<file path="config.mk">
export PLATFORM = sky130hd
export DESIGN_NAME = gyro_serial_frame_sync_integrator
export DESIGN_NICKNAME = d
export VERILOG_FILES = /design/src/design/gsfi_pkg.sv /design/src/design/gyro_serial_frame_sync_integrator.sv /design/src/design/gsfi_front.sv /design/src/design/gsfi_queue.sv /design/src/design/gsfi_back.sv
export SDC_FILE = /design/constraint.sdc
export NUM_CORES = 2
export LEC_CHECK = 0
export BUFFER_PORTS_ARGS = -buffer_cell sky130_fd_sc_hd__buf_2
export CORE_UTILIZATION = 39
export DETAILED_ROUTE_END_ITERATION = 8
export PLACE_DENSITY = 0.53
export SYNTH_ARGS = -nofsm -noshare
export SYNTH_HDL_FRONTEND = slang
export SYNTH_SLANG_ARGS = --single-unit
</file>
<file path="constraint.sdc">
create_clock -name clk -period 35.2 [get_ports clk]
set_input_delay 1.76 -clock clk [delete_from_list [all_inputs] [get_ports clk]]
set_output_delay 1.76 -clock clk [all_outputs]
set_load 0.1 [all_outputs]
</file>
<file path="src/design/gsfi_pkg.sv">
// ----------------------------------------------------------------------------
// gsfi_pkg: shared types and constants for the gyro frame sync integrator
// Result kinds, error codes, field widths and the front-to-back entry type.
// ----------------------------------------------------------------------------
package gsfi_pkg;

  localparam int SLOTS       = 6;
  localparam int RUN_BITS_DEF = 8;

  localparam logic [7:0]  DECIMATION_RST  = 8'd10;
  localparam logic [15:0] PERIOD_RST      = 16'd1000;
  localparam logic [7:0]  MIN_RUN_RST     = 8'd20;
  localparam logic [7:0]  MAX_RIVAL_RST   = 8'd3;

  typedef enum logic [2:0] {
    KIND_LOCK_GAINED = 3'd0,
    KIND_LOCK_LOST   = 3'd1,
    KIND_INVALID     = 3'd2,
    KIND_SAMPLE      = 3'd3,
    KIND_REPORT      = 3'd4
  } kind_t;

  typedef enum logic [1:0] {
    ERR_NONE    = 2'd0,
    ERR_LOST    = 2'd1,
    ERR_INVALID = 2'd2
  } err_t;

  typedef enum logic [1:0] {
    REG_DECIMATION = 2'd0,
    REG_PERIOD     = 2'd1,
    REG_MIN_RUN    = 2'd2,
    REG_MAX_RIVAL  = 2'd3
  } reg_idx_t;

  // One classified byte handed from the front to the back.
  typedef struct packed {
    logic              lost;     // lock dropped by this byte
    logic              gained;   // lock gained by this byte
    logic              frame;    // frame completes on this byte
    logic              bad;      // frame validity bit clear
    logic [2:0]        slot;     // locked slot (or slot just lost)
    logic signed [21:0] sample;
  } item_t;

endpackage

</file>
<file path="src/design/gyro_serial_frame_sync_integrator.sv">
// ----------------------------------------------------------------------------
// gyro_serial_frame_sync_integrator: gyro byte stream frame sync and integrator
// Locks onto 6-byte frames and integrates the rate samples.
// ----------------------------------------------------------------------------
// One byte is taken per cycle while the queue is not full. The front
// end updates slot run counts, the lock and frame detection in the cycle
// the byte is accepted, a two-entry queue decouples it from the back end,
// which emits one result per cycle while out_stall is low; a byte that
// both gains lock and completes a frame yields two results, which are
// registered. Configuration writes are always ready and are registered.
module gyro_serial_frame_sync_integrator
  import gsfi_pkg::*;
#(
  parameter int RUN_BITS = RUN_BITS_DEF
) (
  input  logic               clk,
  input  logic               rst,
  input  logic               in_valid,
  output logic               in_stall,
  input  logic [7:0]         rx_byte,
  input  logic               cfg_valid,
  output logic               cfg_ready,
  input  logic [1:0]         cfg_index,
  input  logic [15:0]        cfg_data,
  output logic               out_valid,
  input  logic               out_stall,
  output logic [2:0]         kind,
  output logic [2:0]         lock_slot,
  output logic signed [21:0] rate_sample,
  output logic signed [63:0] total_integral,
  output logic signed [45:0] window_sum,
  output logic [23:0]        window_time,
  output logic [1:0]         last_error,
  output logic               last
);

  logic [7:0]  decimation, lock_min_run, lock_max_rival;
  logic [15:0] sample_period_us;
  item_t       f_item, q_item;
  logic        q_full, q_empty, q_pop, take;

  assign cfg_ready = 1'b1;
  assign in_stall  = q_full;
  assign take      = in_valid && !q_full;

  always_ff @(posedge clk) begin
    if (rst) begin
      decimation <= DECIMATION_RST;
      sample_period_us <= PERIOD_RST;
      lock_min_run <= MIN_RUN_RST;
      lock_max_rival <= MAX_RIVAL_RST;
    end else if (cfg_valid) begin
      unique case (reg_idx_t'(cfg_index))
        REG_DECIMATION: decimation <= cfg_data[7:0];
        REG_PERIOD:     sample_period_us <= cfg_data;
        REG_MIN_RUN:    lock_min_run <= cfg_data[7:0];
        REG_MAX_RIVAL:  lock_max_rival <= cfg_data[7:0];
        default: ;
      endcase
    end
  end

  gsfi_front #(.RUN_BITS(RUN_BITS)) u_front (
    .clk, .rst, .take, .rx_byte, .lock_min_run, .lock_max_rival, .item(f_item)
  );

  gsfi_queue u_queue (
    .clk, .rst, .push(take && (f_item.lost || f_item.gained || f_item.frame)),
    .din(f_item), .full(q_full), .pop(q_pop), .empty(q_empty), .dout(q_item)
  );

  gsfi_back u_back (
    .clk, .rst, .q_empty, .q_item, .q_pop, .decimation, .sample_period_us,
    .valid(out_valid), .stall(out_stall), .kind, .lock_slot, .rate_sample,
    .total_integral, .window_sum, .window_time, .last_error, .last
  );

endmodule

</file>
<file path="src/design/gsfi_front.sv">
// ----------------------------------------------------------------------------
// gsfi_front: slot tracking, run counts and lock decision
// Classifies each byte into lock events and completed frames.
// ----------------------------------------------------------------------------
module gsfi_front
  import gsfi_pkg::*;
#(
  parameter int RUN_BITS = RUN_BITS_DEF
) (
  input  logic       clk,
  input  logic       rst,
  input  logic       take,
  input  logic [7:0] rx_byte,
  input  logic [7:0] lock_min_run,
  input  logic [7:0] lock_max_rival,
  output item_t      item
);

  localparam logic [RUN_BITS-1:0] RUN_MAX = {RUN_BITS{1'b1}};

  logic [2:0]          byte_slot;
  logic                lock_valid;
  logic [2:0]          locked_slot;
  logic [1:0]          prev_counter [SLOTS];
  logic [RUN_BITS-1:0] good_run     [SLOTS];
  logic [7:0]          frame_store  [SLOTS];

  logic [RUN_BITS-1:0] run_new [SLOTS];
  logic [7:0]          fs_new  [SLOTS];
  logic                good_step, lost, gained, lock_after, frame;
  logic [2:0]          best, rival, next_slot, slot_after;
  logic [21:0]         raw;

  assign good_step = (rx_byte[7:6] == prev_counter[byte_slot] + 2'd1);
  assign lost      = !good_step && lock_valid && (byte_slot == locked_slot);
  assign next_slot = (byte_slot == 3'(SLOTS - 1)) ? 3'd0 : byte_slot + 3'd1;

  always_comb begin
    for (int i = 0; i < SLOTS; i++) begin
      fs_new[i]  = (3'(i) == byte_slot) ? rx_byte : frame_store[i];
      run_new[i] = good_run[i];
      if (3'(i) == byte_slot) begin
        if (!good_step) run_new[i] = '0;
        else if (good_run[i] != RUN_MAX) run_new[i] = good_run[i] + 1'b1;
      end
      if (lost) run_new[i] = '0;
    end
  end

  // Lowest-numbered maximum, then the largest among the rest.
  always_comb begin
    best = 3'd0;
    for (int i = 1; i < SLOTS; i++)
      if (run_new[i] > run_new[best]) best = 3'(i);
    rival = (best == 3'(SLOTS - 1)) ? 3'd0 : best + 3'd1;
    for (int i = 0; i < SLOTS; i++)
      if (3'(i) != best && run_new[i] > run_new[rival]) rival = 3'(i);
  end

  assign gained = !lock_valid && !lost && byte_slot == 3'd0 &&
                  {{(16-RUN_BITS){1'b0}}, run_new[best]} > {8'd0, lock_min_run} &&
                  {{(16-RUN_BITS){1'b0}}, run_new[rival]} < {8'd0, lock_max_rival};
  assign lock_after = gained || (lock_valid && !lost);
  assign slot_after = gained ? best : locked_slot;
  assign frame      = lock_after && (next_slot == slot_after);

  // Frame begins at next_slot: d0 = fs[next], d3..d5 follow.
  function automatic logic [2:0] wrap(input logic [2:0] s, input logic [2:0] k);
    logic [3:0] t;
    t = {1'b0, s} + {1'b0, k};
    return (t >= 4'(SLOTS)) ? 3'(t - 4'(SLOTS)) : t[2:0];
  endfunction

  assign raw = {fs_new[wrap(next_slot, 3'd3)][5:0], fs_new[wrap(next_slot, 3'd4)],
                fs_new[wrap(next_slot, 3'd5)]};

  always_comb begin
    item.lost   = lost;
    item.gained = gained;
    item.frame  = frame;
    item.bad    = !fs_new[next_slot][4];
    item.slot   = slot_after;
    item.sample = raw;
  end

  always_ff @(posedge clk) begin
    if (rst) begin
      byte_slot   <= 3'd0;
      lock_valid  <= 1'b0;
      locked_slot <= 3'd0;
      for (int i = 0; i < SLOTS; i++) begin
        prev_counter[i] <= 2'd0;
        good_run[i]     <= '0;
        frame_store[i]  <= 8'd0;
      end
    end else if (take) begin
      byte_slot   <= next_slot;
      lock_valid  <= lock_after;
      locked_slot <= slot_after;
      prev_counter[byte_slot] <= rx_byte[7:6];
      for (int i = 0; i < SLOTS; i++) begin
        good_run[i]    <= run_new[i];
        frame_store[i] <= fs_new[i];
      end
    end
  end

  property p_lock_needs_slot0;
    @(posedge clk) disable iff (rst) (take && gained) |-> byte_slot == 3'd0;
  endproperty
  a_lock_needs_slot0: assert property (p_lock_needs_slot0) else $error("lock off slot 0");

  property p_no_lost_unlocked;
    @(posedge clk) disable iff (rst) lost |-> lock_valid;
  endproperty
  a_no_lost_unlocked: assert property (p_no_lost_unlocked) else $error("lost while unlocked");

  property p_slot_range;
    @(posedge clk) disable iff (rst) byte_slot < 3'(SLOTS) && locked_slot < 3'(SLOTS);
  endproperty
  a_slot_range: assert property (p_slot_range) else $error("slot out of range");

endmodule

</file>
<file path="src/design/gsfi_queue.sv">
// ----------------------------------------------------------------------------
// gsfi_queue: short queue between front and back
// Two-entry FIFO of classified bytes.
// ----------------------------------------------------------------------------
module gsfi_queue
  import gsfi_pkg::*;
(
  input  logic  clk,
  input  logic  rst,
  input  logic  push,
  input  item_t din,
  output logic  full,
  input  logic  pop,
  output logic  empty,
  output item_t dout
);

  item_t      mem [2];
  logic       wp, rp;
  logic [1:0] count;

  assign full  = count == 2'd2;
  assign empty = count == 2'd0;
  assign dout  = mem[rp];

  always_ff @(posedge clk) begin
    if (push) mem[wp] <= din;
  end

  always_ff @(posedge clk) begin
    if (rst) begin
      wp <= 1'b0; rp <= 1'b0; count <= 2'd0;
    end else begin
      if (push) wp <= ~wp;
      if (pop) rp <= ~rp;
      count <= count + {1'b0, push} - {1'b0, pop};
    end
  end

  property p_no_overflow;
    @(posedge clk) disable iff (rst) !(push && full);
  endproperty
  a_no_overflow: assert property (p_no_overflow) else $error("queue overflow");

  property p_no_underflow;
    @(posedge clk) disable iff (rst) !(pop && empty);
  endproperty
  a_no_underflow: assert property (p_no_underflow) else $error("queue underflow");

  property p_count_range;
    @(posedge clk) disable iff (rst) count != 2'd3;
  endproperty
  a_count_range: assert property (p_count_range) else $error("bad count");

endmodule

</file>
<file path="src/design/gsfi_back.sv">
// ----------------------------------------------------------------------------
// gsfi_back: integration and result emission
// Accumulates sample times period and emits one or two results per item.
// ----------------------------------------------------------------------------
module gsfi_back
  import gsfi_pkg::*;
(
  input  logic               clk,
  input  logic               rst,
  input  logic               q_empty,
  input  item_t              q_item,
  output logic               q_pop,
  input  logic [7:0]         decimation,
  input  logic [15:0]        sample_period_us,
  output logic               valid,
  input  logic               stall,
  output logic [2:0]         kind,
  output logic [2:0]         lock_slot,
  output logic signed [21:0] rate_sample,
  output logic signed [63:0] total_integral,
  output logic signed [45:0] window_sum,
  output logic [23:0]        window_time,
  output logic [1:0]         last_error,
  output logic               last
);

  logic signed [63:0] integral_acc;
  logic signed [47:0] window_acc;
  logic [23:0]        window_time_acc;
  logic [7:0]         window_count;
  logic [1:0]         error_code;
  logic               first_done;   // lock event of a two-result item sent

  logic               has_event, has_frame, two, emit_event, load;
  logic signed [38:0] prod;
  logic signed [63:0] int_new;
  logic signed [47:0] win_new;
  logic [23:0]        wt_new;
  logic [7:0]         wc_new;
  logic               report;

  assign has_event  = q_item.lost || q_item.gained;
  assign has_frame  = q_item.frame;
  assign two        = has_event && has_frame;
  assign emit_event = has_event && !first_done;
  assign load       = !q_empty && (!valid || !stall);
  assign q_pop      = load && !(two && !first_done);

  assign prod    = q_item.sample * $signed({1'b0, sample_period_us});
  assign int_new = integral_acc + 64'(prod);
  assign win_new = window_acc + 48'(prod);
  assign wt_new  = window_time_acc + {8'd0, sample_period_us};
  assign wc_new  = window_count + 8'd1;
  assign report  = wc_new == decimation;

  always_ff @(posedge clk) begin
    if (rst) begin
      valid <= 1'b0;
      first_done <= 1'b0;
      integral_acc <= '0;
      window_acc <= '0;
      window_time_acc <= '0;
      window_count <= '0;
      error_code <= ERR_NONE;
    end else begin
      if (valid && !stall) valid <= 1'b0;
      if (load) begin
        valid <= 1'b1;
        first_done <= two && !first_done;
        lock_slot <= q_item.slot;
        rate_sample <= '0;
        window_sum <= '0;
        window_time <= '0;
        last <= !(two && !first_done);
        if (emit_event) begin
          kind <= q_item.lost ? KIND_LOCK_LOST : KIND_LOCK_GAINED;
          if (q_item.lost) error_code <= ERR_LOST;
          last_error <= q_item.lost ? ERR_LOST : error_code;
          total_integral <= integral_acc;
        end else if (q_item.bad) begin
          kind <= KIND_INVALID;
          error_code <= ERR_INVALID;
          last_error <= ERR_INVALID;
          total_integral <= integral_acc;
        end else begin
          rate_sample <= q_item.sample;
          integral_acc <= int_new;
          total_integral <= int_new;
          last_error <= error_code;
          if (report) begin
            kind <= KIND_REPORT;
            window_sum <= win_new[45:0];
            window_time <= wt_new;
            window_acc <= '0;
            window_time_acc <= '0;
            window_count <= '0;
          end else begin
            kind <= KIND_SAMPLE;
            window_acc <= win_new;
            window_time_acc <= wt_new;
            window_count <= wc_new;
          end
        end
      end
    end
  end

  property p_pop_needs_load;
    @(posedge clk) disable iff (rst) q_pop |-> load;
  endproperty
  a_pop_needs_load: assert property (p_pop_needs_load) else $error("pop without load");

  property p_first_not_last;
    @(posedge clk) disable iff (rst) (load && two && !first_done) |=> first_done;
  endproperty
  a_first_not_last: assert property (p_first_not_last) else $error("split lost");

  property p_window_clear;
    @(posedge clk) disable iff (rst)
      (valid && kind == KIND_REPORT && $rose(valid)) |-> window_count == 8'd0;
  endproperty
  a_window_clear: assert property (p_window_clear) else $error("window not cleared");

endmodule
</file>
==> After elaboration in Yosys (flattened, before gate mapping) <==
Memories as Yosys holds them, arrays and structs flattened. A register that Yosys moved wholly into a read port is not among the register bits.
Index checks and enable logic that the tools add are counted.
{ "totals": {"ff_bits": 364, "mem_bits_rw": 166, "inputBits": 31, "wordCells": 329, "mem_count": 4} }
{ "classes": {"n_addsub": 21, "mul": 1, "n_lt_le_gt_ge": 32, "n_eq_ne": 26, "n_mux": 135, "bitwise": 34, "n_reduce_logical": 51} }
{ "memory_table": {"columns": ["name", "words", "word_bits", "rd", "rd_clocked_by_memory_dff", "write_ports", "line_no", "text"], "rows": [
  ["u_queue.mem", 2, 29, 1, 1, 1, "gsfi_queue.sv:18", "item_t mem [2];"],
  ["u_front.frame_store", 6, 8, 6, 0, 6, "gsfi_front.sv:26", "logic [7:0] frame_store [SLOTS];"],
  ["u_front.good_run", 6, 8, 6, 0, 6, "gsfi_front.sv:25", "logic [RUN_BITS-1:0] good_run [SLOTS];"],
  ["u_front.prev_counter", 6, 2, 1, 1, 6, "gsfi_front.sv:24", "logic [1:0] prev_counter [SLOTS];"]
]} }
{ "op_table": {"columns": ["cell", "n"], "rows": [
  ["8-bit two-way mux", 71],
  ["8-bit binary-select mux with 3-bit select", 16],
  ["64-bit two-way mux", 2],
  ["8-bit > comparator", 12],
  ["64-bit by 39-bit adder with 64-bit output", 1],
  ["4-bit >= comparator, second input constant", 16],
  ["3-bit two-way mux", 20],
  ["8-bit by 1-bit adder with 8-bit output, second input constant", 7],
  ["3-bit NOT with 4-bit output", 13],
  ["48-bit by 39-bit adder with 48-bit output", 1],
  ["48-bit two-way mux", 1],
  ["8-bit != test, second input constant", 6],
  ["22-bit by 17-bit multiplier with 39-bit output", 1],
  ["24-bit by 16-bit adder with 24-bit output", 1],
  ["24-bit two-way mux", 1],
  ["1-bit logical AND", 22],
  ["1-bit two-way mux", 14],
  ["4-bit by 3-bit >= comparator with 1-bit output, second input constant", 3],
  ["2-bit two-way mux", 6],
  ["6-bit two-way mux", 2],
  ["1-bit bitwise OR", 12],
  ["1-bit logical NOT", 10],
  ["5-bit two-way mux", 2],
  ["2-bit AND reduction", 5],
  ["31 further kinds", 55]
]} }

==> Logic depth before layout (Yosys ltp) <==
{ "logic_depth": {"depth_word": 89, "depth_mapped": 145, "mapped_depth_nobuf": 136} }

==> Hierarchy <==
From an unflattened synthesis, not the netlist that was laid out.
{ "hier_totals": {"cells_unflattened": 5605, "hier_area_um2": 49219.7} }
{ "by_module_without_submodules": {"columns": ["mod", "n_inst", "cells_each", "area_each_um2", "seq_area_each_um2"], "rows": [
  ["gsfi_back", 1, 3579, 31675.4, 7877.6],
  ["gsfi_front", 1, 1749, 13506.7, 3563.4],
  ["gsfi_queue", 1, 111, 2349.8, 1841.8],
  ["gyro_serial_frame_sync_integrator", 1, 166, 1687.9, 800.8]
]} }

==> Least setup slack after synthesis <==
Ideal clock, no wire load.
{ "synth_timing": {"kind": "input to register", "startpoint": "input rx_byte[7]", "endpoint": "memory u_queue.mem[0][0] (netlist name) (enable)", "setup_time_ns": 0.415, "t_arrival_ns": 27.049, "required_time_ns": 34.785, "setup_slack_ns": 7.736, "cell_stages": 123, "path_cell_list": "buf_2 > xor2_4 > mux2i_4 > a21oi_1 > a211oi_1 > inv_1 > ha_1 > nand4_1 > or2_2 > or3b_1 > nand2_1 > clkbuf_1 > nand2_1 > o21ai_0 > inv_1 > ha_1 > and3_1 > a221o_1 > [... 87 more ...] > a21oi_1 > o21ai_0 > o211ai_1 > o21ai_1 > clkbuf_1 > nand2_1 > o21ai_0 > o2111ai_1 > o21ai_0 > ha_1 > o21a_1 > o21ai_0 > nor2_2 > or4_4 > and2_4 > o21ai_2 > inv_2 > nor2_1"} }
{ "synth_lines": {"columns": ["element", "line_no", "text"], "rows": [
  ["from (decl)", "gyro_serial_frame_sync_integrator.sv:20", "input logic [7:0] rx_byte,"],
  ["to (decl)", "gsfi_queue.sv:18", null]
]} }

==> Worst setup path in the final report <==
{ "layout_timing": {"startpoint": "input rx_byte[7]", "endpoint": "register u_queue.count[1]"} }
{ "layout_via": {"elab_chain_cells": 88} }
{ "layout_lines": {"columns": ["element", "line_no", "text"], "rows": [
  ["2-bit == test *", "gsfi_front.sv:34", "assign good_step = (rx_byte[7:6] == prev_counter[byte_slot] + 2'd1);"],
  ["1-bit logical NOT", "gsfi_front.sv:35", "assign lost = !good_step && lock_valid && (byte_slot == locked_slot);"],
  ["1-bit logical AND (2 in a row)", "gsfi_front.sv:35", null],
  ["8-bit two-way mux", "gsfi_front.sv:46", "if (lost) run_new[i] = '0;"],
  ["8-bit > comparator", "gsfi_front.sv:54", "if (run_new[i] > run_new[best]) best = 3'(i);"],
  ["1-bit two-way mux", "gsfi_front.sv:54", null],
  ["1-bit NOT with 4-bit output (not written as such)", "gsfi_front.sv:54", null],
  ["8-bit binary-select mux with 3-bit select", "gsfi_front.sv:54", null],
  ["[... 71 more ...]", null, null],
  ["1-bit logical AND", "gsfi_front.sv:61", "{{(16-RUN_BITS){1'b0}}, run_new[best]} > {8'd0, lock_min_run} &&"],
  ["3-bit two-way mux", "gsfi_front.sv:64", "assign slot_after = gained ? best : locked_slot;"],
  ["3-bit == test", "gsfi_front.sv:65", "assign frame = lock_after && (next_slot == slot_after);"],
  ["1-bit logical AND", "gsfi_front.sv:65", null],
  ["1-bit logical OR *", "gyro_serial_frame_sync_integrator.sv:68", ".clk, .rst, .push(take && (f_item.lost || f_item.gained || f_item.frame)),"],
  ["1-bit logical AND *", "gyro_serial_frame_sync_integrator.sv:68", null],
  ["2-bit by 1-bit adder with 2-bit output *", "gsfi_queue.sv:36", "count <= count + {1'b0, push} - {1'b0, pop};"],
  ["2-bit by 1-bit subtractor with 2-bit output *", "gsfi_queue.sv:36", null],
  ["to (signal assigned)", "gsfi_queue.sv:36", null],
  ["to (decl)", "gsfi_queue.sv:20", "logic [1:0] count;"]
]} }
Mark *: on every way between the ends. The rest lies on a longest branch, timed or not. The select of a mux whose other input is x is not followed.
A chain may end at the register's enable or synchronous reset.

==> qor.yml <==
hold_path:
  holdPathEnd: "sample_period_us[15]"
  hold-path-cell-count: 2
  min-delay-start: "sample_period_us[15]"
  hold_class: "flip-flop to flip-flop"
grt:
  grt_pass1_vias: 39300
  grt_max_degree: 105
  overflow: 0
  grt_pass1_wl_um: 246000
  track_usage_pct: 25.7
  antenna_found_initial: 9
timing:
  tns_ns: 0
  rsz0062_at_grt: "false"
  min_period_ns: 32.08
  fin_worst_skew_ns: 0.0300
  hold_viol_final: 0
  finalCritPeriodShare_pct: 91.1
  maxSlewHeadroom_pct: 20.8
  max_freq_mhz: 31.2
  setup-violations-final: 0
  worst_slew_pin_slew_ns: 1.19
  maxSlewViolCount: 0
final_layout:
  fin_nets: 6296
  seq_area_sq_um: 14100
  stdcell_count: 7254
  layout-drive-gt1-share_pct: 9.40
  area_growth_pct: 10.7
  num-fill-cells: 12100
  multi_input_area_sq_um: 31100
  layout_commonest_cell: "nand2_1"
  final_cell_mix: "nand2_1 (685), nor2_1 (529), inv_1 (517), a21oi_1 (441), fa_1 (352)"
clock_network:
  cts-resized-gates: 0
  clk_pin_slew_ns: 0.05
  clkSinkCount: 536
  cts_tree: "built"
  cts_root_buf: "clkbuf_16"
  hold_buffers: 0
  post-cts-setup-buffers: 0
  worstSkewPairLatency_ns: 0.67
  htreeDepth: 3
  cts_buffer_depth: 3
  cts_buffers: 67
synth:
  ys_types: 103
  ys.flop_type: "edfxtp_1"
  syn_inst: 5480
  seq_area_frac_synth_pct: 29.3
  avgSynthCellArea_sq_um: 8.79
  yosys_warnings: 0
  synth-seq-cells: 536
  syn_area_sq_um: 48100
  syn-num-nets: 6202
  synthArstFlopShare_pct: 0
  synth_edf_count: 335
setup_path:
  r2r_end: "u_queue.count[1]"
  path_max_fanout: 25
  rrSetupSlack_ns: 3.23
  end_kind: "flip-flop"
  crit_path_frequent_cell: "ha_1"
  worst_path_max_delay_cell: "or3_1"
  cp.required_ns: 35.73
  max_stage_delay_ns: 0.72
  worst_ep_arrival_time_ns: 32.61
  reg2regPathDepth: 119
  critical_path_class: "primary input to flip-flop"
  start_kind: "primary input"
detailed_routing:
  drt_pre_antenna_iters: 8
  drtIter0Drc: 2965
  vias_per_cell: 5.50
  ant_nets: 0
  avgRoutedWirePerCell_um: 22.4
  drt_wl_total_um: 163000
  vias: 39900
  drc: 0
floorplan:
  core_area_sq_um: 122000
  initial_utilization_pct: 39.5
  rows: 128
  io_pins: 199
  dieArea_sq_um: 125000
  die-width_um: 353
  fp.dieH_um: 353
placement:
  gp_congestion: 0.964
  dpl.cell_count: 7130
  portBuffers: 197
  hpwlAfterDp_um: 121000
flow_run:
  maxCapViolCount: 0
run_status:
  status: "completed"
metrics by stage:
step | hold slack [ns] | worst slack, ns | utilization (%) | cell area [sq um]
floorplan | 0.436 | 7.74 | - | 48100
global placement | 0.443 | 3.54 | 41.7 | 50900
detailed placement | 0.448 | 3.20 | 41.7 | 50900
CTS | 0.455 | 3.85 | 43.7 | 53300
global route | 0.470 | 1.15 | 43.7 | 53300
finish | 0.452 | 3.12 | 43.7 | 53300
cells in the mapped netlist (all sizes together) (46+ instances only):
cell type / n / area (sq um)
and2: 167 / 1050
nand3: 85 / 425
a21oi: 447 / 2270
nand4: 56 / 350
o21ai: 280 / 1410
dfxtp: 201 / 4020
nor2: 534 / 2010
a21o: 115 / 863
nor3: 86 / 445
nand2: 688 / 2580
xor2: 89 / 798
xnor2: 135 / 1180
clkbuf: 235 / 882
fa: 352 / 7050
edfxtp: 335 / 10100
inv: 524 / 1970
mux2i: 87 / 896
nor2b: 65 / 407
and3: 46 / 288
ha: 339 / 4240
area by class of cell:
cell class / count / area share, %
flip-flops and latches: 536 / 26.4
diodes: 1 / 0.00470
well taps: 1625 / 3.82
clock buffers: 87 / 3.40
clock inverters: 36 / 0.995
repair buffers: 294 / 3.23
inverters: 524 / 3.69
multi-input cells: 4151 / 58.4
critical path, delay by kind of cell:
family	cells	cell delay (ns)
AOI/OAI and AO/OA	55	14.34
xor gates and xnor gates	3	0.58
adders and majority gates	15	4.38
buffers and inverters	8	1.28
muxes	2	0.97
and+or+nand+nor	35	9.23
metal layers:
layer,global-route usage (%),routed length (um),vias up,share of wire [%]
met5,0,12,-,0.0074
met4,8.50,5480,2,3.4
met3,4.09,9600,242,5.9
met2,41.5,74600,1158,46
met1,35.1,73100,19600,45
li1,-,-,18900,-
cells by family (layout without fill, tap and decap cells):
family,count (synthesis),in the layout,share of synthesized area (%)
buf+inv,793,941,6.21
xor+xnor,224,224,4.11
flops,536,536,29.3
compound gates,1238,1238,16.0
simple gates,1859,1859,17.6
mux,138,138,3.36
fa+ha+maj,691,691,23.4
other cells,1,2,0.00779
worst max path at each step:
stage	endpoint	cells past startpoint	slack, ns	startpoint
2_1_floorplan	u_queue.mem[0][0]	123	7.74	rx_byte[7]
3_3_place_gp	u_queue.count[1]	117	3.54	rx_byte[7]
3_5_place_dp	u_queue.count[1]	118	3.20	rx_byte[7]
4_1_cts	u_queue.count[1]	118	3.85	rx_byte[7]
5_1_grt	u_queue.count[1]	123	1.15	rx_byte[7]
6_report	u_queue.count[1]	118	3.12	rx_byte[7]
state kept, by name (all words and copies together), names as in the netlist, 16 cells and up, named ones only:
name and count:
u_back.window_time 24, u_queue.mem 58, u_back.rate_sample 22, u_back.window_acc 46, u_front.prev_counter 16, u_back.window_time_acc 24, u_front.good_run 48, u_front.frame_store 48
sample_period_us 16, u_back.integral_acc 64, u_back.total_integral 64, u_back.window_sum 46
Power is left out: the tool's default activity adds up to more than one toggle a clock period on the data nets, which glitch-free logic cannot reach.
